<file path="src/design/ncst_pkg.sv">
`timescale 1ns / 1ps
// ----------------------------------------------------------------------------
// ncst_pkg
// Types and constants shared by the neighbor cache state table modules.
// ----------------------------------------------------------------------------
package ncst_pkg;

    localparam int unsigned MAX_RESULTS = 8;
    localparam int unsigned FIFO_DEPTH  = 16;
    localparam int unsigned FIFO_PTR_W  = 4;
    localparam int unsigned FIFO_CNT_W  = 5;
    localparam int unsigned IDX_W       = 6;   // slot index, covers up to 64 slots
    localparam int unsigned CNT_W       = 4;   // results so far, 0..MAX_RESULTS

    typedef enum logic [1:0] {
        OP_TICK   = 2'd0,
        OP_REPLY  = 2'd1,
        OP_LOOKUP = 2'd2,
        OP_NONE   = 2'd3
    } ncst_op_t;

    typedef enum logic [2:0] {
        PH_STALE      = 3'd0,
        PH_REACHABLE  = 3'd1,
        PH_PROBE      = 3'd2,
        PH_INCOMPLETE = 3'd3,
        PH_DELAY      = 3'd4
    } ncst_phase_t;

    typedef enum logic [2:0] {
        EV_NONE     = 3'd0,
        EV_SEND     = 3'd1,
        EV_DROP     = 3'd2,
        EV_HELD     = 3'd3,
        EV_REQUEST  = 3'd4,
        EV_TRANSMIT = 3'd5
    } ncst_event_t;

    typedef enum logic [2:0] {
        CFG_REACHABLE_TICKS    = 3'd0,
        CFG_PROBE_TICKS        = 3'd1,
        CFG_PROBE_RETRIES      = 3'd2,
        CFG_INCOMPLETE_TICKS   = 3'd3,
        CFG_INCOMPLETE_RETRIES = 3'd4
    } ncst_cfg_idx_t;

    typedef enum logic [1:0] {
        ST_IDLE,
        ST_CHAIN,
        ST_SECOND,
        ST_FINISH
    } ncst_state_t;

    typedef enum logic {
        TK_TICK,
        TK_SCAN
    } ncst_tok_kind_t;

    typedef struct packed {
        logic [7:0] reachable_ticks;
        logic [7:0] probe_ticks;
        logic [7:0] probe_retries;
        logic [7:0] incomplete_ticks;
        logic [7:0] incomplete_retries;
    } ncst_cfg_t;

    // Token walking the cell row, one cell per cycle.
    typedef struct packed {
        logic           valid;
        ncst_tok_kind_t kind;
        logic [31:0]    ip;
        logic [CNT_W-1:0] count;
        logic           found;
        logic [IDX_W-1:0] fidx;
        ncst_phase_t    fphase;
        logic [47:0]    fmac;
        logic           fheld;
        logic [7:0]     ftag;
        logic           efound;
        logic [IDX_W-1:0] eidx;
        logic           sfound;
        logic [IDX_W-1:0] sidx;
    } ncst_token_t;

    // Slot write issued after a scan.
    typedef struct packed {
        logic           valid;
        logic [IDX_W-1:0] idx;
        logic           wr_ip;
        logic [31:0]    ip;
        logic           wr_mac;
        logic [47:0]    mac;
        ncst_phase_t    phase;
        logic [7:0]     timer;
        logic [7:0]     retries;
        logic           held;
        logic           wr_tag;
        logic [7:0]     tag;
    } ncst_cmd_t;

    typedef struct packed {
        logic        valid;
        ncst_event_t kind;
        logic [31:0] ip;
        logic [47:0] mac;
        logic        uni;
        logic [7:0]  tag;
    } ncst_res_t;

    typedef struct packed {
        ncst_event_t kind;
        logic [31:0] ip;
        logic [47:0] mac;
        logic        uni;
        logic [7:0]  tag;
        logic        last;
    } ncst_item_t;

    typedef struct packed {
        logic [FIFO_CNT_W-1:0] count;
        logic                  full;
    } ncst_fifo_stat_t;

    function automatic ncst_res_t mk_res(ncst_event_t kind, logic [31:0] ip,
                                         logic [47:0] mac, logic uni, logic [7:0] tag);
        ncst_res_t r;
        r.valid = 1'b1;
        r.kind  = kind;
        r.ip    = ip;
        r.mac   = mac;
        r.uni   = uni;
        r.tag   = tag;
        return r;
    endfunction

endpackage

</file>
<file path="src/design/ncst_fifo.sv">
`timescale 1ns / 1ps
// ----------------------------------------------------------------------------
// ncst_fifo
// Result queue between the cell row and the result channel.
// ----------------------------------------------------------------------------
module ncst_fifo
    import ncst_pkg::*;
(
    input  logic            aclk,
    input  logic            aresetn,
    input  logic            push,
    input  ncst_item_t      push_data,
    output logic            out_valid,
    input  logic            out_ready,
    output ncst_item_t      out_data,
    output ncst_fifo_stat_t stat
);

    ncst_item_t mem_reg [FIFO_DEPTH];
    logic [FIFO_PTR_W-1:0] wr_reg, wr_next;
    logic [FIFO_PTR_W-1:0] rd_reg, rd_next;
    logic [FIFO_CNT_W-1:0] cnt_reg, cnt_next;
    logic pop;

    assign out_valid = (cnt_reg != '0);
    assign pop       = out_valid && out_ready;
    assign out_data  = mem_reg[rd_reg];

    always_comb begin
        wr_next  = push ? wr_reg + FIFO_PTR_W'(1) : wr_reg;
        rd_next  = pop  ? rd_reg + FIFO_PTR_W'(1) : rd_reg;
        cnt_next = cnt_reg + FIFO_CNT_W'(push) - FIFO_CNT_W'(pop);
    end

    always_ff @(posedge aclk) begin
        if (!aresetn) begin
            wr_reg  <= '0;
            rd_reg  <= '0;
            cnt_reg <= '0;
        end else begin
            wr_reg  <= wr_next;
            rd_reg  <= rd_next;
            cnt_reg <= cnt_next;
        end
    end

    always_ff @(posedge aclk) begin
        if (push) begin
            mem_reg[wr_reg] <= push_data;
        end
    end

    assign stat.count = cnt_reg;
    assign stat.full  = (cnt_reg == FIFO_CNT_W'(FIFO_DEPTH));

endmodule

</file>
<file path="config.mk">
export PLATFORM = sky130hd
export DESIGN_NAME = ncst_fifo
export DESIGN_NICKNAME = d
export VERILOG_FILES = /design/src/design/ncst_pkg.sv /design/src/design/ncst_fifo.sv
export SDC_FILE = /design/constraint.sdc
export NUM_CORES = 1
export LEC_CHECK = 0
export BUFFER_PORTS_ARGS = -buffer_cell sky130_fd_sc_hd__buf_2
export CORE_MARGIN = 4
export CORE_UTILIZATION = 30
export CTS_CLUSTER_DIAMETER = 40
export CTS_CLUSTER_SIZE = 24
export DETAILED_ROUTE_END_ITERATION = 16
export PLACE_DENSITY = 0.54
export SETUP_SLACK_MARGIN = 0.02
export SLEW_MARGIN = 20
export SYNTH_ARGS = -nofsm -noshare
export SYNTH_HDL_FRONTEND = slang
export SYNTH_SLANG_ARGS = --single-unit
</file>
<file path="constraint.sdc">
create_clock -name aclk -period 8.35 [get_ports aclk]
set_clock_uncertainty 0.05 [all_clocks]
set_input_delay 2.0875 -clock aclk [delete_from_list [all_inputs] [get_ports aclk]]
set_output_delay 2.0875 -clock aclk [all_outputs]
set_load 0.02 [all_outputs]
</file>
==> Flow_metrics.wiki <==
{| class="wikitable"
! Metric !! Value
|-
| Status || complete, no violations
|-
| Final antenna-violating net count || 0
|-
| Total congestion overflow after global routing || 0
|-
| Place WS || 3330 ps
|-
| Critical path's largest stage delay || 830 ps
|-
| Cell chosen for the clock root || clkbuf_16
|-
| Crit path time final || 5690 ps
|-
| X dimension of the die || around 440 um
|-
| Most used cells in the layout excluding fill and tap cells || edfxtp_1, mux4_2, clkbuf_16, buf_2, a22oi_1
|-
| Ordered cell list for the critical path || buf_4 -> mux4_2 -> a22oi_1 -> nand2_1 -> buf_2
|-
| Insertion delay to the later sink of the worst-skew pair || a little over 800 ps
|-
| Detailed Place HPWL || 70200 um
|-
| RSZ-0062 raised after global routing || no
|-
| Max FFs per register || 1488
|-
| Maximum number of pins on one net before global-route repair || 136
|-
| Maximum operating frequency || approximately 0.18 GHz
|-
| Critical Path End Type || primary output
|-
| Netlist area before placement || 56400 sq um
|-
| Wire length per cell || 26.7 um
|-
| Fillcell total || 17000
|-
| Worst hold-check path type || register to register
|-
| Setup violators final || 0
|-
| Register area share after synthesis || 79.9%
|-
| Count of maximum capacitance violations || 0
|-
| CTS clock-pin slew for the worst setup and hold paths || about 60 ps
|-
| Final total negative setup slack || 0 ps
|-
| Routability congestion estimate || 0.678
|-
| Required time of the critical path || between 6000 and 7000 ps
|-
| Net count after synthesis || 2479
|-
| Global Route Usage Sum || 14.7%
|-
| Launching element type of the critical path || register
|-
| CTS tree || yes
|-
| Number of buffers between clock root and the deepest sink || 3
|-
| Unique masters post-synth || 31
|-
| Highest net fanout along the worst path || 32
|-
| Effective utilization at floorplan || between 30% and 40%
|-
| Count of boundary I/O pins || 197
|-
| Final wirelength || 144000 um
|-
| Power, Total || 20.8 mW
|-
| Count of buffers added by post-CTS timing repair for setup || 0
|-
| Post-synthesis average cell area || 23.8 sq um
|-
| Ratio of cells with drive above 1 in the final layout || 35.2%
|-
| Area occupied by multi-input gates || 10800 sq um
|-
| Nets@finish || 2818
|-
| Max rail drop VDD || 0.000184 V
|-
| Count of unresolved DRC violations after routing || 0
|-
| Via count of the first global-routing pass || 27700
|-
| Yosys warning total || 0
|-
| First-pass GRT wire length || 205000 um
|-
| Vias after detailed routing || 26200
|-
| Starting DRC count in detailed routing || 2142
|-
| Slew at the pin with the worst max-slew slack || 1140 ps
|-
| Final design area excluding fillers || between 60000 and 70000 sq um
|-
| Worst setup path class || register to primary output
|-
| Core region area || 186000 sq um
|-
| DIE AREA || 195000 sq um
|-
| Most frequent standard cell in the layout excluding fill and tap cells || edfxtp_1
|-
| Area of placed instances || 60400 sq um
|-
| Slew headroom || 23.7%
|-
| Layout overhead on the synthesized area || 20.7%
|-
| Cell type of the slowest stage on the worst timing path || dfxtp_4
|-
| Count of buffers from port buffering || a little under 200
|-
| Pwr dens || 305 nW/um^2
|-
| Instance count of the mapped netlist || 2370
|-
| Final Cycle Share || 68.1%
|-
| Hold Buf Count CTS || 0
|-
| Count of state elements after synthesis || 1505
|-
| Number of hold violations in the final report || 0
|-
| Post-DR vias/cell || between 4 and 5
|-
| Worst setup margin || 2660 ps
|-
| Die Y || 441 um
|-
| Initial antenna violation count || 34
|-
| Number of sinks driven by the clock tree || about 1500
|-
| First drt pass iteration count || 5
|-
| Maximum level of the CTS H-tree || 4
|-
| Number of pins exceeding their max-slew limit in the final report || 0
|-
| Row count || 158
|-
| P_leak || approximately 21 nW
|-
| Number of buffers added by the clock tree synthesis step || 215
|-
| CTS resizes || 0
|-
| Sequential cell area || 45000 sq um
|-
| CP Data Arrival Time || about 3600 ps
|}
layer usage:
metal	share of wire, %	up-vias	global-route usage, %	routed length [um]
met3	5.9	262	3.42	8490
met1	42	14200	19.7	61000
met2	50	786	24.2	71600
met5	0.029	-	0	42
li1	-	11000	-	-
met4	2.2	6	4.03	3120
critical path, delay by kind of cell (launching register included):
family	cells	cell delay, ps
DFF	1	830
muxes	1	600
and+or+nand+nor	1	190
AOI/OAI and AO/OA	1	210
buffers and inverters	2	880
power breakdown:
group / leakage, nW / switching, mW / internal, mW
Sequential: 13.6 / 0.0788 / 8.42
Combinational: 4.06 / 1.59 / 1.40
Clock: 3.64 / 3.66 / 5.63
area by class of cell:
cell class,count,area share (%)
tap,2480,4.56
clock buffer,230,8.08
antenna,14,0.0515
clock inverter,175,3.05
sequential,1505,66.2
timing repair buffer,248,2.18
multi-input combinational,728,15.8
inverter,11,0.0607
path summary, 6_finish.rpt:
kind	slack, ps	depth (start not counted)	end	from
setup / recovery	2660	5	out_data[38]	register
hold / removal	480	2	register	rd_reg[1]$_SDFFE_PN0N_
setup reg to reg	5250	14	cnt_reg[4]$_SDFF_PN0_	cnt_reg[3]$_SDFF_PN0_
hold reg to reg	480	2	register	rd_reg[1]$_SDFFE_PN0N_
cells in the mapped netlist, drive strengths merged:
cell type	n	share of area [%]
clkbuf	58	0.39
and3	3	0.033
edfxtp	1488	79
nand3	3	0.027
fa	1	0.036
mux2i	1	0.018
nor3b	1	0.013
inv	11	0.073
or4b	1	0.018
nand2	97	0.65
a21o	1	0.013
a22oi	186	2.5
dfxtp	17	0.60
xnor2	6	0.093
o21ai	1	0.0089
nor2b	4	0.044
nand4	1	0.011
and2	26	0.29
buf	68	0.69
mux4	372	15
a21oi	2	0.018
and4	1	0.016
nor3	1	0.0089
xor2	2	0.031
nor2	2	0.013
nand2b	2	0.022
ha	11	0.24
a21boi	1	0.013
and3b	2	0.031
kinds of logic after synthesis:
group / share of synthesized area [%]
XOR/XNOR: 0.124
AND/OR/NAND/NOR: 1.17
adder cells (fa/ha/maj): 0.280
buffers and inverters: 1.15
multiplexers: 14.9
flip-flops: 79.9
AO/OA/AOI/OAI: 2.53
per-stage QoR:
| step | cells | util (%) | hold slack, ps |
|---|---|---|---|
| after floorplan | 2370 | - | 425 |
| after global placement | 4972 | 32.4 | 455 |
| after detailed placement | 4972 | 32.4 | 471 |
| after CTS | 5377 | 36.5 | 482 |
| after global routing | 5383 | 36.5 | 510 |
| final | 5391 | 36.5 | 479 |
No activity file was read; power rests on OpenSTA's default activity.
