File: config.mk
export PLATFORM = sky130hd
export DESIGN_NAME = ncst_cell
export DESIGN_NICKNAME = d
export VERILOG_FILES = /design/src/design/ncst_pkg.sv /design/src/design/ncst_cell.sv
export SDC_FILE = /design/constraint.sdc
export NUM_CORES = 1
export LEC_CHECK = 0
export ABC_AREA = 0
export BUFFER_PORTS_ARGS = -buffer_cell sky130_fd_sc_hd__buf_2
export CAP_MARGIN = 30
export CORE_AREA = 2 2 189 191
export CTS_BUF_LIST = sky130_fd_sc_hd__clkbuf_16
export CTS_CLUSTER_DIAMETER = 200
export DETAILED_ROUTE_END_ITERATION = 7
export DIE_AREA = 0 0 191 193
export HOLD_SLACK_MARGIN = 0.03
export PLACE_DENSITY = 0.59
export SLEW_MARGIN = 40
export SYNTH_ARGS = -nofsm -noshare
export SYNTH_HDL_FRONTEND = slang
export SYNTH_SLANG_ARGS = --single-unit
File: constraint.sdc
create_clock -name aclk -period 5.7 [get_ports aclk]
set_clock_uncertainty 0.15 [all_clocks]
set_input_delay 0.285 -clock aclk [delete_from_list [all_inputs] [get_ports aclk]]
set_output_delay 0.285 -clock aclk [all_outputs]
set_load 0.05 [all_outputs]
File: src/design/ncst_pkg.sv
`timescale 1ns / 1ps
// ----------------------------------------------------------------------------
// ncst_pkg
// Types and constants shared by the neighbor cache state table modules.
// ----------------------------------------------------------------------------
package ncst_pkg;

    localparam int unsigned MAX_RESULTS = 8;
    localparam int unsigned FIFO_DEPTH  = 16;
    localparam int unsigned FIFO_PTR_W  = 4;
    localparam int unsigned FIFO_CNT_W  = 5;
    localparam int unsigned IDX_W       = 6;   // slot index, covers up to 64 slots
    localparam int unsigned CNT_W       = 4;   // results so far, 0..MAX_RESULTS

    typedef enum logic [1:0] {
        OP_TICK   = 2'd0,
        OP_REPLY  = 2'd1,
        OP_LOOKUP = 2'd2,
        OP_NONE   = 2'd3
    } ncst_op_t;

    typedef enum logic [2:0] {
        PH_STALE      = 3'd0,
        PH_REACHABLE  = 3'd1,
        PH_PROBE      = 3'd2,
        PH_INCOMPLETE = 3'd3,
        PH_DELAY      = 3'd4
    } ncst_phase_t;

    typedef enum logic [2:0] {
        EV_NONE     = 3'd0,
        EV_SEND     = 3'd1,
        EV_DROP     = 3'd2,
        EV_HELD     = 3'd3,
        EV_REQUEST  = 3'd4,
        EV_TRANSMIT = 3'd5
    } ncst_event_t;

    typedef enum logic [2:0] {
        CFG_REACHABLE_TICKS    = 3'd0,
        CFG_PROBE_TICKS        = 3'd1,
        CFG_PROBE_RETRIES      = 3'd2,
        CFG_INCOMPLETE_TICKS   = 3'd3,
        CFG_INCOMPLETE_RETRIES = 3'd4
    } ncst_cfg_idx_t;

    typedef enum logic [1:0] {
        ST_IDLE,
        ST_CHAIN,
        ST_SECOND,
        ST_FINISH
    } ncst_state_t;

    typedef enum logic {
        TK_TICK,
        TK_SCAN
    } ncst_tok_kind_t;

    typedef struct packed {
        logic [7:0] reachable_ticks;
        logic [7:0] probe_ticks;
        logic [7:0] probe_retries;
        logic [7:0] incomplete_ticks;
        logic [7:0] incomplete_retries;
    } ncst_cfg_t;

    // Token walking the cell row, one cell per cycle.
    typedef struct packed {
        logic           valid;
        ncst_tok_kind_t kind;
        logic [31:0]    ip;
        logic [CNT_W-1:0] count;
        logic           found;
        logic [IDX_W-1:0] fidx;
        ncst_phase_t    fphase;
        logic [47:0]    fmac;
        logic           fheld;
        logic [7:0]     ftag;
        logic           efound;
        logic [IDX_W-1:0] eidx;
        logic           sfound;
        logic [IDX_W-1:0] sidx;
    } ncst_token_t;

    // Slot write issued after a scan.
    typedef struct packed {
        logic           valid;
        logic [IDX_W-1:0] idx;
        logic           wr_ip;
        logic [31:0]    ip;
        logic           wr_mac;
        logic [47:0]    mac;
        ncst_phase_t    phase;
        logic [7:0]     timer;
        logic [7:0]     retries;
        logic           held;
        logic           wr_tag;
        logic [7:0]     tag;
    } ncst_cmd_t;

    typedef struct packed {
        logic        valid;
        ncst_event_t kind;
        logic [31:0] ip;
        logic [47:0] mac;
        logic        uni;
        logic [7:0]  tag;
    } ncst_res_t;

    typedef struct packed {
        ncst_event_t kind;
        logic [31:0] ip;
        logic [47:0] mac;
        logic        uni;
        logic [7:0]  tag;
        logic        last;
    } ncst_item_t;

    typedef struct packed {
        logic [FIFO_CNT_W-1:0] count;
        logic                  full;
    } ncst_fifo_stat_t;

    function automatic ncst_res_t mk_res(ncst_event_t kind, logic [31:0] ip,
                                         logic [47:0] mac, logic uni, logic [7:0] tag);
        ncst_res_t r;
        r.valid = 1'b1;
        r.kind  = kind;
        r.ip    = ip;
        r.mac   = mac;
        r.uni   = uni;
        r.tag   = tag;
        return r;
    endfunction

endpackage

File: src/design/ncst_cell.sv
`timescale 1ns / 1ps
// ----------------------------------------------------------------------------
// ncst_cell
// One table slot: ages itself or matches a scan token as it passes.
// ----------------------------------------------------------------------------
module ncst_cell
    import ncst_pkg::*;
#(
    parameter int unsigned CELL_IDX = 0
) (
    input  logic        aclk,
    input  logic        aresetn,
    input  ncst_cfg_t   cfg,
    input  ncst_cmd_t   cmd_i,
    input  ncst_token_t tok_i,
    output ncst_token_t tok_o,
    output ncst_res_t   res_o
);

    localparam logic [IDX_W-1:0] MY_IDX = IDX_W'(CELL_IDX);

    logic [31:0] ip_reg, ip_next;
    logic [47:0] mac_reg, mac_next;
    ncst_phase_t phase_reg, phase_next;
    logic [7:0]  timer_reg, timer_next;
    logic [7:0]  retries_reg, retries_next;
    logic        held_reg, held_next;
    logic [7:0]  tag_reg, tag_next;
    ncst_token_t tok_reg, tok_next;
    ncst_res_t   res_reg, res_next;

    always_comb begin
        ip_next      = ip_reg;
        mac_next     = mac_reg;
        phase_next   = phase_reg;
        timer_next   = timer_reg;
        retries_next = retries_reg;
        held_next    = held_reg;
        tag_next     = tag_reg;
        tok_next     = tok_i;
        res_next     = '0;

        if (cmd_i.valid && cmd_i.idx == MY_IDX) begin
            if (cmd_i.wr_ip) begin
                ip_next = cmd_i.ip;
            end
            if (cmd_i.wr_mac) begin
                mac_next = cmd_i.mac;
            end
            if (cmd_i.wr_tag) begin
                tag_next = cmd_i.tag;
            end
            phase_next   = cmd_i.phase;
            timer_next   = cmd_i.timer;
            retries_next = cmd_i.retries;
            held_next    = cmd_i.held;
        end

        if (tok_i.valid) begin
            unique case (tok_i.kind)
                TK_SCAN: begin
                    if (!tok_i.found && ip_reg == tok_i.ip) begin
                        tok_next.found  = 1'b1;
                        tok_next.fidx   = MY_IDX;
                        tok_next.fphase = phase_reg;
                        tok_next.fmac   = mac_reg;
                        tok_next.fheld  = held_reg;
                        tok_next.ftag   = tag_reg;
                    end
                    if (!tok_i.efound && ip_reg == 32'd0) begin
                        tok_next.efound = 1'b1;
                        tok_next.eidx   = MY_IDX;
                    end
                    if (!tok_i.sfound && phase_reg == PH_STALE) begin
                        tok_next.sfound = 1'b1;
                        tok_next.sidx   = MY_IDX;
                    end
                end
                TK_TICK: begin
                    if (ip_reg != 32'd0 && tok_i.count < CNT_W'(MAX_RESULTS)) begin
                        priority case (phase_reg)
                            PH_REACHABLE: begin
                                if (timer_reg <= 8'd1) begin
                                    phase_next   = PH_PROBE;
                                    timer_next   = cfg.probe_ticks;
                                    retries_next = cfg.probe_retries;
                                    held_next    = 1'b0;
                                end else begin
                                    timer_next = timer_reg - 8'd1;
                                end
                            end
                            PH_INCOMPLETE: begin
                                if (timer_reg <= 8'd1) begin
                                    timer_next = 8'd0;
                                    if (retries_reg <= 8'd1) begin
                                        retries_next = 8'd0;
                                        ip_next      = 32'd0;
                                        if (held_reg) begin
                                            held_next = 1'b0;
                                            res_next  = mk_res(EV_DROP, ip_reg, 48'd0,
                                                               1'b0, tag_reg);
                                        end
                                    end else begin
                                        retries_next = retries_reg - 8'd1;
                                        timer_next   = cfg.incomplete_ticks;
                                        res_next     = mk_res(EV_REQUEST, ip_reg, 48'd0,
                                                              1'b0, 8'd0);
                                    end
                                end else begin
                                    timer_next = timer_reg - 8'd1;
                                end
                            end
                            PH_PROBE: begin
                                if (timer_reg <= 8'd1) begin
                                    if (retries_reg <= 8'd1) begin
                                        phase_next   = PH_INCOMPLETE;
                                        timer_next   = cfg.incomplete_ticks;
                                        retries_next = cfg.incomplete_retries;
                                        held_next    = 1'b0;
                                    end else begin
                                        retries_next = retries_reg - 8'd1;
                                        timer_next   = cfg.probe_ticks;
                                        res_next     = mk_res(EV_REQUEST, ip_reg, mac_reg,
                                                              1'b1, 8'd0);
                                    end
                                end else begin
                                    timer_next = timer_reg - 8'd1;
                                end
                            end
                            default: begin
                            end
                        endcase
                        if (res_next.valid) begin
                            tok_next.count = tok_i.count + CNT_W'(1);
                        end
                    end
                end
                default: begin
                end
            endcase
        end
    end

    always_ff @(posedge aclk) begin
        if (!aresetn) begin
            ip_reg      <= '0;
            mac_reg     <= '0;
            phase_reg   <= PH_STALE;
            timer_reg   <= '0;
            retries_reg <= '0;
            held_reg    <= 1'b0;
            tok_reg     <= '0;
            res_reg     <= '0;
        end else begin
            ip_reg      <= ip_next;
            mac_reg     <= mac_next;
            phase_reg   <= phase_next;
            timer_reg   <= timer_next;
            retries_reg <= retries_next;
            held_reg    <= held_next;
            tok_reg     <= tok_next;
            res_reg     <= res_next;
        end
    end

    always_ff @(posedge aclk) begin
        tag_reg <= tag_next;
    end

    assign tok_o = tok_reg;
    assign res_o = res_reg;

endmodule

==> flow_summary.ini <==
[drt]
wirelength_um = 45300
drtAntennaViolNets = 0
drc = 0
first_pass_iters = 5
wl_per_cell_um = 18.4
via_per_inst = 4.98
vias = 12300
first_iter_violations = 724

[final_layout]
fin_util = 0.527
largest_register_ffs = 119
final-instance-count-excl-fill = 2467
design_area_um2 = 18400
drive_above_1_share = 0.290
final_nets = 2265
syn_to_final_growth_pct = 53.0

[clock_network]
cts_resized = 0
clk_pin_slew_ns = 0.06
postCtsSetupRepairBufs = 0
cts_root_buf = clkbuf_16
worst_skew_pair.late_latency_ns = 0.54
h-tree-depth = 2
cts_tree = done
holdBufCountCts = 248
clockBufferDepth = 3
cts_buffers = 36
cts_sinks = 319

[yosys]
async_flop_share = 0
ys_seq_elements = 319
synth_fp_nets = 1582
syn_area_um2 = 12000
yosys-top-cells-count = dfxtp_1, nand2_1, a21oi_1
postSynth.topFlopCell = dfxtp_1
synth.most_common_cell = dfxtp_1
synth_edf_count = 8
synth_xor_area_frac = 0.0269
synth_compound_gate_area_share = 0.161
synth_top_area_frac = 0.517
yosys.area.top_type = dfxtp_1
synth-simple-area-share = 0.213
postSynthAreaPerCell_um2 = 9.28
synth_seq_area_share = 0.537
synthTopCellsByArea = dfxtp_1, a21oi_1, and2_1
synthMuxAreaShare = 0.0130
yosysWarnings = 0
ys_types = 69
synth_top_family_by_area = simple AND/OR/NAND/NOR gates
synth_fa_ha_area_frac = 0.00519
syn_inst = 1298

[timing]
tightest_slew_ns = 0.861
period_share = 0.633
rsz0062_at_grt = false
slew_violations = 0
max_freq_mhz = 277
layout_min_cycle_time_ns = 3.61
hold_violations = 0
finalSetupViolations = 0
maxSlewHeadroom = 0.421
fin_tns_setup_ns = 0

[worst_setup_path]
crit_start = retries_reg[4]
critPathSlowestCell = or4_1
cp_num_buf_inv = 2
cpLargestDelayFamily = buffers and inverters
start_kind = flip-flop
path_depth = 7
path_cells = or4_1 -> o31ai_2 -> nor2_1 -> a221o_1 -> dlygate4sd3_1 -> o211a_1 -> dlygate4sd3_1
r2r.worst_path.cells = 7
worstPathMaxFanout = 9
cpPeakStageDelay_ns = 0.78
r2r_start = retries_reg[4]
r2r-end = retries_reg[1]
cp.arrival_ns = 3.89
cpMostUsedCell = dlygate4sd3_1
cp.required_ns = 5.98
critical_path_class = flip-flop to flip-flop
cp-end-kind = flip-flop
r2r_slack_ns = 2.09
timing.critical_path.to = retries_reg[1]

[placed_design]
gp_congestion = 0.851
numPlacedInstances = 2156
dp_hpwl_um = 30300
dpl_cell_area_um2 = 14800
io_buffer_count = 481

[status]
status = completed

[floorplan]
ioPinCount = 491
core_um2 = 35000
initial_utilization = 0.345
die_h_um = 193
num_rows = 69
die_area_um2 = 36900
die_x_um = 191

[global_route]
antenna_found_initial = 3
overflow = 0
grt_first_pass_wirelength_um = 66200
globalRouteTotalUtil = 0.232
grt_start_max_net_pins = 80
grt_pass1_vias = 11800

[power]
power.density_nw_per_um2 = 281
ir_worst_vdd_mv = 0.242
leakage_nw = 8.17

[job]
cap_violations = 0

[min_path]
hold_path.class = input port to flip-flop
==> how the worst min path moves through the flow <==
stage	start	endpoint	cells after the start
global placement	mac_reg[16]	mac_reg[16]	2
CTS	cfg[5]	retries_reg[5]	4
global route	cfg[5]	retries_reg[5]	4
finish	cfg[5]	retries_reg[5]	4
floorplan	cmd_i[0]	tag_reg[0]	0
detailed placement	mac_reg[45]	mac_reg[45]	2
==> worst reg2reg max path: cells and delay by family (launching register included) <==
kind / cells / cell delay (ns)
buf+inv: 2 / 1.10
compound gates: 3 / 1.01
simple gates: 2 / 0.87
flops: 1 / 0.36
==> report_power, final <==
part           switching, mW  total, mW  internal [mW]
Clock                  0.935       2.29           1.36
Combinational          0.335      0.581          0.246
Sequential            0.0133       2.30           2.29
==> cell families (layout without fill, tap and decap cells) <==
group                      Yosys count  after routing
muxes                               15             15
other                                1              3
AOI/OAI and AO/OA                  304            304
DFF                                319            319
and+or+nand+nor                    491            491
adders and majority gates            5              5
buffers and inverters              126            832
xor gates and xnor gates            37             37
==> routing by layer <==
metal  vias up  track usage  wire [um]
met4         2       0.0906       1540
met2       561        0.397      21600
met1      5741        0.285      18800
met3        88       0.0496       3390
met5         -            0          8
li1       5891            -          -
==> placed cells by master, fill, tap and decap left out, types with 5 or more instances in the layout <==
cell	synthesis	routed
o21ai_0	16	15
ha_1	5	5
and2_1	123	123
buf_4	2	19
mux2i_1	10	10
xor2_1	31	31
nand2_1	178	177
nand4_1	67	67
xnor2_1	6	6
a21oi_1	161	161
dlygate4sd3_1	0	248
buf_2	8	481
o21a_1	7	7
nor4_1	21	20
mux2_2	5	5
edfxtp_1	8	8
nor3_1	7	6
o211a_1	6	6
clkbuf_16	0	37
dfxtp_1	311	311
nor2_1	39	37
inv_1	22	30
o31ai_1	62	61
a221oi_1	6	6
nand3_1	11	10
and3_1	18	17
==> through the flow <==
step                      setup WS, ns  power, mW  hold WS, ns
after CTS                         2.05       5.21       0.0350
after global routing              1.95       5.33       0.0811
after global placement            2.30       2.79        0.301
after detailed placement          2.49       2.79        0.309
final                             2.09       5.17       0.0695
after floorplan                   3.38       2.61        0.234
==> cell type report <==
class                           instances  area, um2
Antenna cell                            2       5.00
Clock buffer                           37        926
Clock inverter                         24        218
Fill cell                            3153      16500
Inverter                               22       85.1
Multi-Input combinational cell        853       5110
Sequential cell                       319       6470
Tap cell                              461        577
Timing Repair Buffer                  749       5040
(Power assumes the default switching activity.)
